### config.mk
export PLATFORM = sky130hd
export DESIGN_NAME = hsv_percent_to_grb_pixel
export DESIGN_NICKNAME = d
export VERILOG_FILES = /design/src/rtl/core/hpg_pkg.sv /design/src/rtl/core/hpg_front.sv /design/src/rtl/core/hpg_div.sv /design/src/rtl/core/hpg_pack.sv /design/src/rtl/core/hsv_percent_to_grb_pixel.sv
export SDC_FILE = /design/constraint.sdc
export NUM_CORES = 2
export LEC_CHECK = 0
export BUFFER_PORTS_ARGS = -buffer_cell sky130_fd_sc_hd__buf_2
export CAP_MARGIN = 20
export CORE_UTILIZATION = 45
export CTS_CLUSTER_SIZE = 14
export DETAILED_ROUTE_END_ITERATION = 8
export HOLD_SLACK_MARGIN = 0.03
export PLACE_DENSITY_LB_ADDON = 0.15
export SETUP_SLACK_MARGIN = 0.05
export SYNTH_ARGS = -nofsm -noshare
export SYNTH_HDL_FRONTEND = slang
export SYNTH_SLANG_ARGS = --single-unit
### constraint.sdc
create_clock -name clock -period 6.8 [get_ports clock]
set_input_delay 1.02 -clock clock [delete_from_list [all_inputs] [get_ports clock]]
set_output_delay 1.02 -clock clock [all_outputs]
set_load 0.005 [all_outputs]
### src/rtl/core/hpg_pkg.sv
`default_nettype none
package hpg_pkg;

   // Range limits and scale factors
   localparam int HueMax  = 360;
   localparam int PctMax  = 100;
   localparam int FracMax = 10000;
   localparam int ChanMax = 255;
   localparam int Sector  = 60;

   // Reciprocal multipliers: floor(x / d) = (x * M) >> S over the value ranges used here
   // frac = floor(5 * rem / 3) for rem 0..59
   localparam int FracMul   = 855;
   localparam int FracShift = 9;
   // floor(x / 100) for x up to 10000
   localparam int PctMul    = 5243;
   localparam int PctShift  = 19;
   // floor(x / 10000) for x up to 1000000
   localparam longint FracDivMul = 64'd858994;
   localparam int     FracDivShift = 33;
   // floor(c * 255 / 100) for c up to 100
   localparam int ChanMul   = ChanMax * PctMul;

   // Sector codes
   localparam logic [2:0] SEC_RED_YEL  = 3'd0;
   localparam logic [2:0] SEC_YEL_GRN  = 3'd1;
   localparam logic [2:0] SEC_GRN_CYN  = 3'd2;
   localparam logic [2:0] SEC_CYN_BLU  = 3'd3;
   localparam logic [2:0] SEC_BLU_MAG  = 3'd4;
   localparam logic [2:0] SEC_MAG_RED  = 3'd5;

   // Input transaction
   typedef struct packed {
      logic [8:0] hue;
      logic [6:0] saturation;
      logic [6:0] brightness;
      logic       light_on;
   } hpg_req_type;

   // Numerators ahead of the divide stages
   typedef struct packed {
      logic        err;
      logic [2:0]  sector;
      logic [6:0]  inten;
      logic [13:0] p_num;
      logic [13:0] q_in;
      logic [13:0] t_in;
   } hpg_num_type;

   // Channel candidates
   typedef struct packed {
      logic       err;
      logic [2:0] sector;
      logic [6:0] inten;
      logic [6:0] p;
      logic [6:0] q;
      logic [6:0] t;
   } hpg_pqt_type;

endpackage
`default_nettype wire

### src/rtl/core/hpg_front.sv
`default_nettype none
module hpg_front import hpg_pkg::*; (
   input  wire logic        clock,
   input  wire logic        reset,
   input  wire logic        in_valid,
   output logic             in_ready,
   input  wire hpg_req_type in_data,
   output logic             out_valid,
   input  wire logic        out_ready,
   output hpg_num_type      out_data
);

   // Stage A registers: range check, sector and fraction
   logic       a_valid_ff;
   logic       a_err_ff, a_err_in;
   logic [2:0] a_sector_ff, a_sector_in;
   logic [6:0] a_inten_ff, a_inten_in;
   logic [6:0] a_sat_ff;
   logic [6:0] a_frac_ff, a_frac_in;

   // Stage B registers: numerators
   logic        b_valid_ff;
   hpg_num_type b_data_ff, b_data_in;

   logic a_adv, b_adv;
   logic [8:0]  hue_fix, base;
   logic [8:0]  rem_full;
   logic [15:0] frac_prod;
   logic [13:0] fs_prod, ts_prod;
   logic [6:0]  sat_inv, frac_inv;

   // Stall chain
   assign b_adv    = !b_valid_ff || out_ready;
   assign a_adv    = !a_valid_ff || b_adv;
   assign in_ready = a_adv;

   // Stage A logic
   always_comb begin
      a_inten_in = in_data.light_on ? in_data.brightness : 7'd0;
      a_err_in   = (in_data.hue > 9'(HueMax)) || (in_data.saturation > 7'(PctMax)) ||
                   (a_inten_in > 7'(PctMax));
      // hue 360 wraps to 0
      hue_fix = (in_data.hue == 9'(HueMax)) ? 9'd0 : in_data.hue;
      if (hue_fix >= 9'(5 * Sector)) begin
         a_sector_in = SEC_MAG_RED;
         base        = 9'(5 * Sector);
      end else if (hue_fix >= 9'(4 * Sector)) begin
         a_sector_in = SEC_BLU_MAG;
         base        = 9'(4 * Sector);
      end else if (hue_fix >= 9'(3 * Sector)) begin
         a_sector_in = SEC_CYN_BLU;
         base        = 9'(3 * Sector);
      end else if (hue_fix >= 9'(2 * Sector)) begin
         a_sector_in = SEC_GRN_CYN;
         base        = 9'(2 * Sector);
      end else if (hue_fix >= 9'(Sector)) begin
         a_sector_in = SEC_YEL_GRN;
         base        = 9'(Sector);
      end else begin
         a_sector_in = SEC_RED_YEL;
         base        = 9'd0;
      end
      rem_full  = hue_fix - base;
      frac_prod = {10'd0, rem_full[5:0]} * 16'(FracMul);
      a_frac_in = frac_prod[FracShift +: 7];
   end

   always_ff @(posedge clock) begin
      if (reset) begin
         a_valid_ff <= 1'b0;
      end else if (a_adv) begin
         a_valid_ff <= in_valid;
      end
      if (a_adv) begin
         a_err_ff    <= a_err_in;
         a_sector_ff <= a_sector_in;
         a_inten_ff  <= a_inten_in;
         a_sat_ff    <= in_data.saturation;
         a_frac_ff   <= a_frac_in;
      end
   end

   // Stage B logic
   always_comb begin
      sat_inv  = 7'(PctMax) - a_sat_ff;
      frac_inv = 7'(PctMax) - a_frac_ff;
      fs_prod  = 14'(a_frac_ff) * 14'(a_sat_ff);
      ts_prod  = 14'(a_sat_ff) * 14'(frac_inv);
      b_data_in.err    = a_err_ff;
      b_data_in.sector = a_sector_ff;
      b_data_in.inten  = a_inten_ff;
      b_data_in.p_num  = 14'(a_inten_ff) * 14'(sat_inv);
      b_data_in.q_in   = 14'(FracMax) - fs_prod;
      b_data_in.t_in   = 14'(FracMax) - ts_prod;
   end

   always_ff @(posedge clock) begin
      if (reset) begin
         b_valid_ff <= 1'b0;
      end else if (b_adv) begin
         b_valid_ff <= a_valid_ff;
      end
      if (b_adv) begin
         b_data_ff <= b_data_in;
      end
   end

   assign out_valid = b_valid_ff;
   assign out_data  = b_data_ff;

endmodule
`default_nettype wire

### src/rtl/core/hpg_div.sv
`default_nettype none
module hpg_div import hpg_pkg::*; (
   input  wire logic        clock,
   input  wire logic        reset,
   input  wire logic        in_valid,
   output logic             in_ready,
   input  wire hpg_num_type in_data,
   output logic             out_valid,
   input  wire logic        out_ready,
   output hpg_pqt_type      out_data
);

   // Stage C registers: intensity products and P
   logic        c_valid_ff;
   logic        c_err_ff;
   logic [2:0]  c_sector_ff;
   logic [6:0]  c_inten_ff;
   logic [6:0]  c_p_ff, c_p_in;
   logic [20:0] c_qnum_ff, c_qnum_in;
   logic [20:0] c_tnum_ff, c_tnum_in;

   // Stage D registers: Q and T after the divide by 10000
   logic        d_valid_ff;
   hpg_pqt_type d_data_ff, d_data_in;

   logic c_adv, d_adv;
   logic [26:0] p_prod;
   logic [40:0] q_prod, t_prod;

   assign d_adv    = !d_valid_ff || out_ready;
   assign c_adv    = !c_valid_ff || d_adv;
   assign in_ready = c_adv;

   // Stage C logic
   always_comb begin
      p_prod    = {13'd0, in_data.p_num} * 27'(PctMul);
      c_p_in    = p_prod[PctShift +: 7];
      c_qnum_in = 21'(in_data.inten) * 21'(in_data.q_in);
      c_tnum_in = 21'(in_data.inten) * 21'(in_data.t_in);
   end

   always_ff @(posedge clock) begin
      if (reset) begin
         c_valid_ff <= 1'b0;
      end else if (c_adv) begin
         c_valid_ff <= in_valid;
      end
      if (c_adv) begin
         c_err_ff    <= in_data.err;
         c_sector_ff <= in_data.sector;
         c_inten_ff  <= in_data.inten;
         c_p_ff      <= c_p_in;
         c_qnum_ff   <= c_qnum_in;
         c_tnum_ff   <= c_tnum_in;
      end
   end

   // Stage D logic
   always_comb begin
      q_prod = {20'd0, c_qnum_ff} * 41'(FracDivMul);
      t_prod = {20'd0, c_tnum_ff} * 41'(FracDivMul);
      d_data_in.err    = c_err_ff;
      d_data_in.sector = c_sector_ff;
      d_data_in.inten  = c_inten_ff;
      d_data_in.p      = c_p_ff;
      d_data_in.q      = q_prod[FracDivShift +: 7];
      d_data_in.t      = t_prod[FracDivShift +: 7];
   end

   always_ff @(posedge clock) begin
      if (reset) begin
         d_valid_ff <= 1'b0;
      end else if (d_adv) begin
         d_valid_ff <= c_valid_ff;
      end
      if (d_adv) begin
         d_data_ff <= d_data_in;
      end
   end

   assign out_valid = d_valid_ff;
   assign out_data  = d_data_ff;

endmodule
`default_nettype wire

### src/rtl/core/hpg_pack.sv
`default_nettype none
module hpg_pack import hpg_pkg::*; (
   input  wire logic        clock,
   input  wire logic        reset,
   input  wire logic        in_valid,
   output logic             in_ready,
   input  wire hpg_pqt_type in_data,
   output logic             out_valid,
   input  wire logic        out_ready,
   output logic [23:0]      out_grb_word,
   output logic             out_range_error
);

   // Stage E registers: output
   logic        e_valid_ff;
   logic [23:0] e_grb_ff, e_grb_in;
   logic        e_err_ff;

   logic        e_adv;
   logic [6:0]  r_c, g_c, b_c;
   logic [27:0] r_prod, g_prod, b_prod;

   assign e_adv    = !e_valid_ff || out_ready;
   assign in_ready = e_adv;

   // Sector select, then scale to 0..255
   always_comb begin
      case (in_data.sector)
         SEC_RED_YEL: begin
            r_c = in_data.inten; g_c = in_data.t;     b_c = in_data.p;
         end
         SEC_YEL_GRN: begin
            r_c = in_data.q;     g_c = in_data.inten; b_c = in_data.p;
         end
         SEC_GRN_CYN: begin
            r_c = in_data.p;     g_c = in_data.inten; b_c = in_data.t;
         end
         SEC_CYN_BLU: begin
            r_c = in_data.p;     g_c = in_data.q;     b_c = in_data.inten;
         end
         SEC_BLU_MAG: begin
            r_c = in_data.t;     g_c = in_data.p;     b_c = in_data.inten;
         end
         default: begin
            r_c = in_data.inten; g_c = in_data.p;     b_c = in_data.q;
         end
      endcase
      r_prod = 28'(r_c) * 28'(ChanMul);
      g_prod = 28'(g_c) * 28'(ChanMul);
      b_prod = 28'(b_c) * 28'(ChanMul);
      if (in_data.err) begin
         e_grb_in = 24'd0;
      end else begin
         e_grb_in = {g_prod[PctShift +: 8], r_prod[PctShift +: 8], b_prod[PctShift +: 8]};
      end
   end

   always_ff @(posedge clock) begin
      if (reset) begin
         e_valid_ff <= 1'b0;
      end else if (e_adv) begin
         e_valid_ff <= in_valid;
      end
      if (e_adv) begin
         e_grb_ff <= e_grb_in;
         e_err_ff <= in_data.err;
      end
   end

   assign out_valid       = e_valid_ff;
   assign out_grb_word    = e_grb_ff;
   assign out_range_error = e_err_ff;

endmodule
`default_nettype wire

### src/rtl/core/hsv_percent_to_grb_pixel.sv
`default_nettype none
// HSV to GRB pixel converter. Takes hue (degrees 0..360), saturation and
// brightness (percent 0..100) and an on flag, and returns the packed color
// green[23:16], red[15:8], blue[7:0]. An out-of-range operand gives
// range_error = 1 and a black color; with the light off the brightness is not
// checked. The datapath is a five-stage pipeline (range/sector, numerators,
// P and intensity products, divide by 10000, sector select and scaling), and
// one new transaction is accepted every cycle unless the pipe is held by a
// stalled output. Each stage has its own valid bit and only holds when it is
// full and the stage after it, or for the last stage the output, is stalled.
module hsv_percent_to_grb_pixel import hpg_pkg::*; (
   input  wire logic        clock,
   input  wire logic        reset,
   input  wire logic        req_valid,
   output logic             req_ready,
   input  wire logic [8:0]  req_hue,
   input  wire logic [6:0]  req_saturation,
   input  wire logic [6:0]  req_brightness,
   input  wire logic        req_light_on,
   output logic             rsp_valid,
   input  wire logic        rsp_ready,
   output logic [23:0]      rsp_grb_word,
   output logic             rsp_range_error
);

   hpg_req_type req_data;
   hpg_num_type num_data;
   hpg_pqt_type pqt_data;
   logic num_valid, num_ready, pqt_valid, pqt_ready;

   assign req_data.hue        = req_hue;
   assign req_data.saturation = req_saturation;
   assign req_data.brightness = req_brightness;
   assign req_data.light_on   = req_light_on;

   hpg_front u_front (
      .clock     (clock),
      .reset     (reset),
      .in_valid  (req_valid),
      .in_ready  (req_ready),
      .in_data   (req_data),
      .out_valid (num_valid),
      .out_ready (num_ready),
      .out_data  (num_data)
   );

   hpg_div u_div (
      .clock     (clock),
      .reset     (reset),
      .in_valid  (num_valid),
      .in_ready  (num_ready),
      .in_data   (num_data),
      .out_valid (pqt_valid),
      .out_ready (pqt_ready),
      .out_data  (pqt_data)
   );

   hpg_pack u_pack (
      .clock           (clock),
      .reset           (reset),
      .in_valid        (pqt_valid),
      .in_ready        (pqt_ready),
      .in_data         (pqt_data),
      .out_valid       (rsp_valid),
      .out_ready       (rsp_ready),
      .out_grb_word    (rsp_grb_word),
      .out_range_error (rsp_range_error)
   );

   // An error result always carries black
   a_err_black: assert property (@(posedge clock) disable iff (reset)
      rsp_valid && rsp_range_error |-> rsp_grb_word == 24'd0)
      else $error("range error with nonzero color");

   // With the output stage empty nothing can hold the pipe
   a_empty_ready: assert property (@(posedge clock) disable iff (reset)
      !rsp_valid |-> req_ready)
      else $error("pipeline stalled with empty output");

   // Reset empties the pipe
   a_reset_empty: assert property (@(posedge clock)
      reset |=> !rsp_valid)
      else $error("result valid right after reset");

endmodule
`default_nettype wire
# Yosys cells after proc, flatten, opt, wreduce, memory -nomap -nowiden

Cells that the tools add are included.

Add/sub/neg operators: 5
Multipliers: 12
Divide/modulo/power cells: 0
Magnitude comparators: 8
Equal/unequal tests: 5
Shifts and indexed selects: 0
Mux-type cells: 14
Bitwise gates (word level): 0
Reductions and logical operators: 18

Operator list:

| cell                   | count |
|---|---|
| $mul 7x21->27 const B  | 3 |
| $mul 21x19->39 const B | 2 |
| $pmux 7 s3             | 3 |
| $mul 7x14->21          | 2 |
| $mul 7x7->14           | 3 |
| $mux 6                 | 5 |
| $sub 14x14->14 const A | 2 |
| $mul 14x13->26 const B | 1 |
| $ge 9x8->1 const B     | 2 |
| $mul 6x10->16 const B  | 1 |
| $gt 7x7->1 const B     | 2 |
| $sub 7x7->7 const A    | 2 |
| $reduce_or 2->1        | 5 |
| $eq 9x9->1 const B     | 1 |
| $ge 9x6->1 const B     | 1 |
| $ge 9x7->1 const B     | 1 |
| $ge 9x9->1 const B     | 1 |
| $gt 9x9->1 const B     | 1 |
| $mux 9                 | 1 |
| $logic_or 1x1->1       | 7 |
| $mux 7                 | 1 |
| $eq 3x2->1 const B     | 2 |
| $mux 3                 | 2 |
| $sub 6x6->6            | 1 |
| 5 further kinds        | 10 |

Flip-flop bits (word level): 200
Latch bits: 0
RAM bits: 0
Bits in read-only memories: 0
Input bits: 28
Output and inout bits: 27
Word-level logic and storage cells: 93
Memories: 0

# Longest topological paths before layout

Depth after elaboration: 10
Depth in mapped cells: 29
Mapped depth without buffers: 29

# By module

Synthesis repeated with hierarchy kept, for this count alone.

Cells, all modules: 4159
Area total of the unflattened synthesis: 40815.4 µm²

By module, submodules not included:

| module    | instances | cells an instance | area an instance (µm²) | seq. area each (µm²) |
|---|---|---|---|---|
| hpg_div   | 1         | 2617              | 25583.3                | 2802.7 |
| hpg_front | 1         | 918               | 9135.0                 | 2352.3 |
| hpg_pack  | 1         | 624               | 6097.1                 | 770.7 |

# Worst setup path before layout

Ideal clock, no wire load.

Kind: input-to-reg
Start: input port req_hue[3]
End: register u_front.a_frac_ff[6], data pin
Setup time: 0.260 ns
Arrival: 6.534 ns
Required time: 6.540 ns
Slack: 0.007 ns
Cell stages on the path: 28
Path buffers: 0
Path through: inv_1 -> or4_4 -> nor4_4 -> nand2_1 -> o41ai_1 -> inv_1 -> a21oi_1 -> o21ai_0 -> ha_1 -> inv_1 -> a21o_1 -> a21oi_1 -> xnor2_1 -> xnor2_1 -> inv_1 -> fa_1 -> inv_1 -> fa_1 -> fa_1 -> inv_1 -> ha_1 -> a21o_1 -> a21o_1 -> a41o_1 -> o41ai_2 -> o21ai_1 -> nor2_1 -> xnor2_1

Cells in the longest elaborated chain, start to end: 10
Elaborated cells on any way between the ends: 14
Those cells by class: add/sub (1); mul (1); order compare (5); eq/ne (1); mux (6)

RTL lines:

| item                      | RTL line                       | text |
|---|---|---|
| start: declaration        | hsv_percent_to_grb_pixel.sv:16 | `input wire logic [8:0] req_hue,` |
| $eq 9x9->1                | hpg_front.sv:43                | `hue_fix = (in_data.hue == 9'(HueMax)) ? 9'd0 : in_data.hue;` |
| $mux 9 (*)                | hpg_front.sv:43                |  |
| $ge 9x6->1                | hpg_front.sv:56                | `end else if (hue_fix >= 9'(Sector)) begin` |
| $mux 6                    | hpg_front.sv:56                |  |
| $mux 6                    | hpg_front.sv:53                | `end else if (hue_fix >= 9'(2 * Sector)) begin` |
| $mux 6                    | hpg_front.sv:50                | `end else if (hue_fix >= 9'(3 * Sector)) begin` |
| $mux 6                    | hpg_front.sv:47                | `end else if (hue_fix >= 9'(4 * Sector)) begin` |
| $mux 6                    | hpg_front.sv:44                | `if (hue_fix >= 9'(5 * Sector)) begin` |
| $sub 6x6->6 (*)           | hpg_front.sv:63                | `rem_full = hue_fix - base;` |
| $mul 6x10->16 (*)         | hpg_front.sv:64                | `frac_prod = {10'd0, rem_full[5:0]} * 16'(FracMul);` |
| via u_front.frac_prod[15] | hpg_front.sv:28                | `logic [15:0] frac_prod;` |
| end signal: assignment    | hpg_front.sv:79                | `a_frac_ff <= a_frac_in;` |
| end: declaration          | hpg_front.sv:19                | `logic [6:0] a_frac_ff, a_frac_in;` |

Mark *: on every way through the listed nets, which the timed path passes. The rest lies on a longest branch.
A chain may end at the register's enable or synchronous reset.

# Worst setup path after layout

Start: input port req_hue[1]
End: register u_front.a_frac_ff[6], data pin

Same word-level chain as after synthesis.

==> summary.txt <==
Global route
  – Initial antenna violation count: 2
  – All-Layer GR Usage: 0.191
  – Grt total ovfl: 0
  – Largest net degree at the start of global routing: 60
  – First-pass GRT wire length: 137000 µm
  – Vias in the first global route: 27.1k

Min path
  – Hold path startpoint: u_div.c_inten_ff[3]
  – Worst hold endpoint: u_div.out_data[24]
  – Hold crit path type: register to register
  – Worst Hold Path Cells: 0

Yosys
  – Post-synth EDFFs: 193
  – Synthesized flop and latch total: 198
  – Synth unique cells: 95
  – Simple-gate portion of the synthesized area: 0.0904
  – Async set-reset flop share out of synthesis: 0
  – Register area share after synthesis: 0.148
  – Compound-Gate Fraction of Synth Area: 0.0659
  – Post-synthesis adder-cell area fraction: 0.556
  – Top cell type by total area after synthesis: fa_1
  – XOR/XNOR Fraction of Synth Area: 0.0279
  – Ys flop type: edfxtp_1
  – Synth warn: 0
  – Post-Synthesis Cells: 3976
  – Mapped Area: 39900 µm²
  – Mapped Avg Cell Area: 10.0 µm²
  – Synth top area cells: fa_1, ha_1, edfxtp_1
  – Post-synthesis mux area share: 0.00865
  – Syn Nets: 5410
  – Yosys top cell area share: 0.308
  – Largest family of logic cells by synthesized area: adder cells

Floorplanning
  – IO Pins: 55
  – Cell row count: 108
  – Die area: 89900 µm²
  – Die width: 300 µm
  – Starting Density: 0.458
  – Core box area: 87300 µm²
  – Die Y-Extent: 300 µm

Setup path
  – R2R Path Start: u_div.out_data[28]
  – Data arrival time of the critical path: 6.49 ns
  – Internal reg-to-reg setup slack: 0.68 ns
  – CP Class: input pin to register
  – Setup crit end kind: register
  – Worst-path fanout max: 4
  – Reg2Reg Depth: 19
  – Reg-to-Reg End: u_pack.out_grb_word[15]
  – Req. time, crit path: 7.05 ns
  – CP startpoint kind: input pin

STA
  – Final Critical Period: 6.24 ns
  – Worst Tran Pin Value: 0.994 ns
  – Fmax: 0.160 GHz
  – Final setup viols: 0
  – Max-Slew Margin vs Limit: 0.338
  – Setup Skew: 0.0277 ns
  – Fin crit share: 0.918
  – Max-slew violation count: 0
  – Final hold vios: 0
  – RSZ-0062 raised after global routing: false

Clocking
  – Longest Clk Path Bufs: 2
  – Clock latency on the worst-skew pair: 0.51 ns
  – Setup Buffers After CTS: 0
  – Post-cts sizing count: 0
  – CTS tree: done
  – # clock sinks: 198
  – CTS Hold Buffers Added: 0
  – CTS Buf Count: 17
  – CTS H-tree lvls: 4
  – Clock slew seen by the registers of the worst setup and hold paths: 0.07 ns
  – Root buf cell: clkbuf_16

Cells and area
  – Footprint of the multi-input gates: 30000 µm²
  – Antenna Cells: 0
  – Commonest cells after routing, fill and taps aside: inv_1, ha_1, fa_1
  – Post-route cell area: 42400 µm²
  – Fillers: 8329
  – Area grow syn2layout: 6.24%
  – Storage cell area: 5900 µm²
  – Layout cell share with drive strength beyond 1: 0.0471
  – Net count, final: 5478
  – Cell Count, Final, Fillers Out: 5211
  – Most common cell after layout, fill and taps aside: inv_1

Flow run
  – Max Cap Viol: 0

Route
  – Remaining DRCs: 0
  – Wire per inst: 15.5 µm
  – Vias per inst: 4.90
  – DRT Wirelength: 80600 µm
  – Post-DRT Antenna Nets: 0
  – Met2 Routed Length: 38400 µm
  – DR pass1 iterations: 5
  – Drt first-iter violations: 766
  – Total number of vias: 25.5k
  – Max Used Layer: met4
  – Metal-1 WL: 39300 µm
  – Met3 wire len: 1990 µm

Place
  – Gpl congestion: 0.910
  – PortBufs: 54
  – DP Area: 41800 µm²
  – Post-Place Cells: 5180
  – Hpwl dp: 71100 µm

Outcome
  – Status: finished clean
flip-flops by register name, indices dropped and copies added, names as in the netlist:
signal and flops:
u_front.out_data 52, u_div.out_data 32, u_pack.out_grb_word 24, u_div.c_tnum_ff 21
u_div.c_qnum_ff 20, u_div.c_inten_ff 7, u_div.c_p_ff 7, u_front.a_frac_ff 7
u_front.a_inten_ff 7, u_front.a_sat_ff 7, u_div.c_sector_ff 3, u_front.a_sector_ff 3
u_div.c_err_ff 1, u_div.c_valid_ff 1, u_div.out_valid 1, u_front.a_err_ff 1
u_front.a_valid_ff 1, u_front.out_valid 1, u_pack.out_range_error 1, u_pack.out_valid 1
logic make-up after synthesis:
| family | after synthesis |
|---|---|
| adders and majority gates | 1406 |
| buffers and inverters | 1098 |
| and+or+nand+nor | 725 |
| AOI/OAI and AO/OA | 389 |
| DFF | 198 |
| xor gates and xnor gates | 127 |
| muxes | 33 |
layer usage:
metal / track usage / vias to the layer above
li1: - / 12800
met1: 0.268 / 12500
met2: 0.322 / 263
met3: 0.0204 / 52
met4: 0.0346 / 0
met5: 0 / -
synth_stat cells, types with 13 or more instances:
master	number
a211oi_1	18
a21o_1	38
a21oi_1	128
a31oi_1	13
and2_1	140
and3_1	15
clkbuf_1	41
edfxtp_1	193
fa_1	614
ha_1	792
inv_1	1049
mux2i_1	24
nand2_1	263
nand2b_1	14
nand3_1	38
nor2_1	109
nor2b_1	33
nor3_1	42
o21a_1	18
o21ai_0	70
xnor2_1	81
xor2_1	46
how the worst max path moves through the flow:
stage / cells past startpoint / startpoint / endpoint
3_3_place_gp: 25 / req_hue[1] / u_front.a_frac_ff[6]
4_1_cts: 25 / req_hue[1] / u_front.a_frac_ff[6]
3_5_place_dp: 25 / req_hue[1] / u_front.a_frac_ff[6]
2_1_floorplan: 23 / req_hue[1] / u_front.a_frac_ff[6]
5_1_grt: 28 / req_hue[1] / u_front.a_frac_ff[6]
6_report: 25 / req_hue[1] / u_front.a_frac_ff[6]
per-stage QoR:
| stage | setup WS [ns] | util | hold WS [ns] | TNS, ns |
|---|---|---|---|---|
| finish | 0.555 | 0.486 | 0.416 | 0 |
| global placement | -0.128 | 0.479 | 0.405 | -0.324 |
| global route | 0.155 | 0.486 | 0.423 | 0 |
| floorplan | 0.0735 | - | 0.400 | 0 |
| CTS | 0.426 | 0.486 | 0.420 | 0 |
| detailed placement | -0.120 | 0.479 | 0.405 | -0.278 |
critical path, stage by stage:
cell and delay [ns]:
buf_2 0.11, or4_4 0.54, nor4_4 0.23, nand2_2 0.14, o31ai_2 0.11, a21oi_2 0.10
o21ai_1 0.14, ha_1 0.16, inv_1 0.07, fa_1 0.46, xor2_2 0.20, inv_2 0.06
fa_1 0.52, inv_1 0.05, fa_1 0.49, fa_1 0.51, inv_1 0.04, ha_1 0.27
a21o_1 0.16, a21o_1 0.19, a41o_1 0.21, o41ai_4 0.36, o21ai_1 0.13, nor2_1 0.14
xnor2_1 0.07
final cells by class:
type / count / share of cell area
timing repair buffer: 98 / 0.0142
sequential: 198 / 0.139
clock inverter: 12 / 0.00363
clock buffer: 19 / 0.0102
multi-input combinational: 2680 / 0.706
inverter: 1049 / 0.0928
tap: 1155 / 0.0341
Power is not shown: default switching activity piles up to over one toggle a cycle in this logic, so the estimate is an artifact.
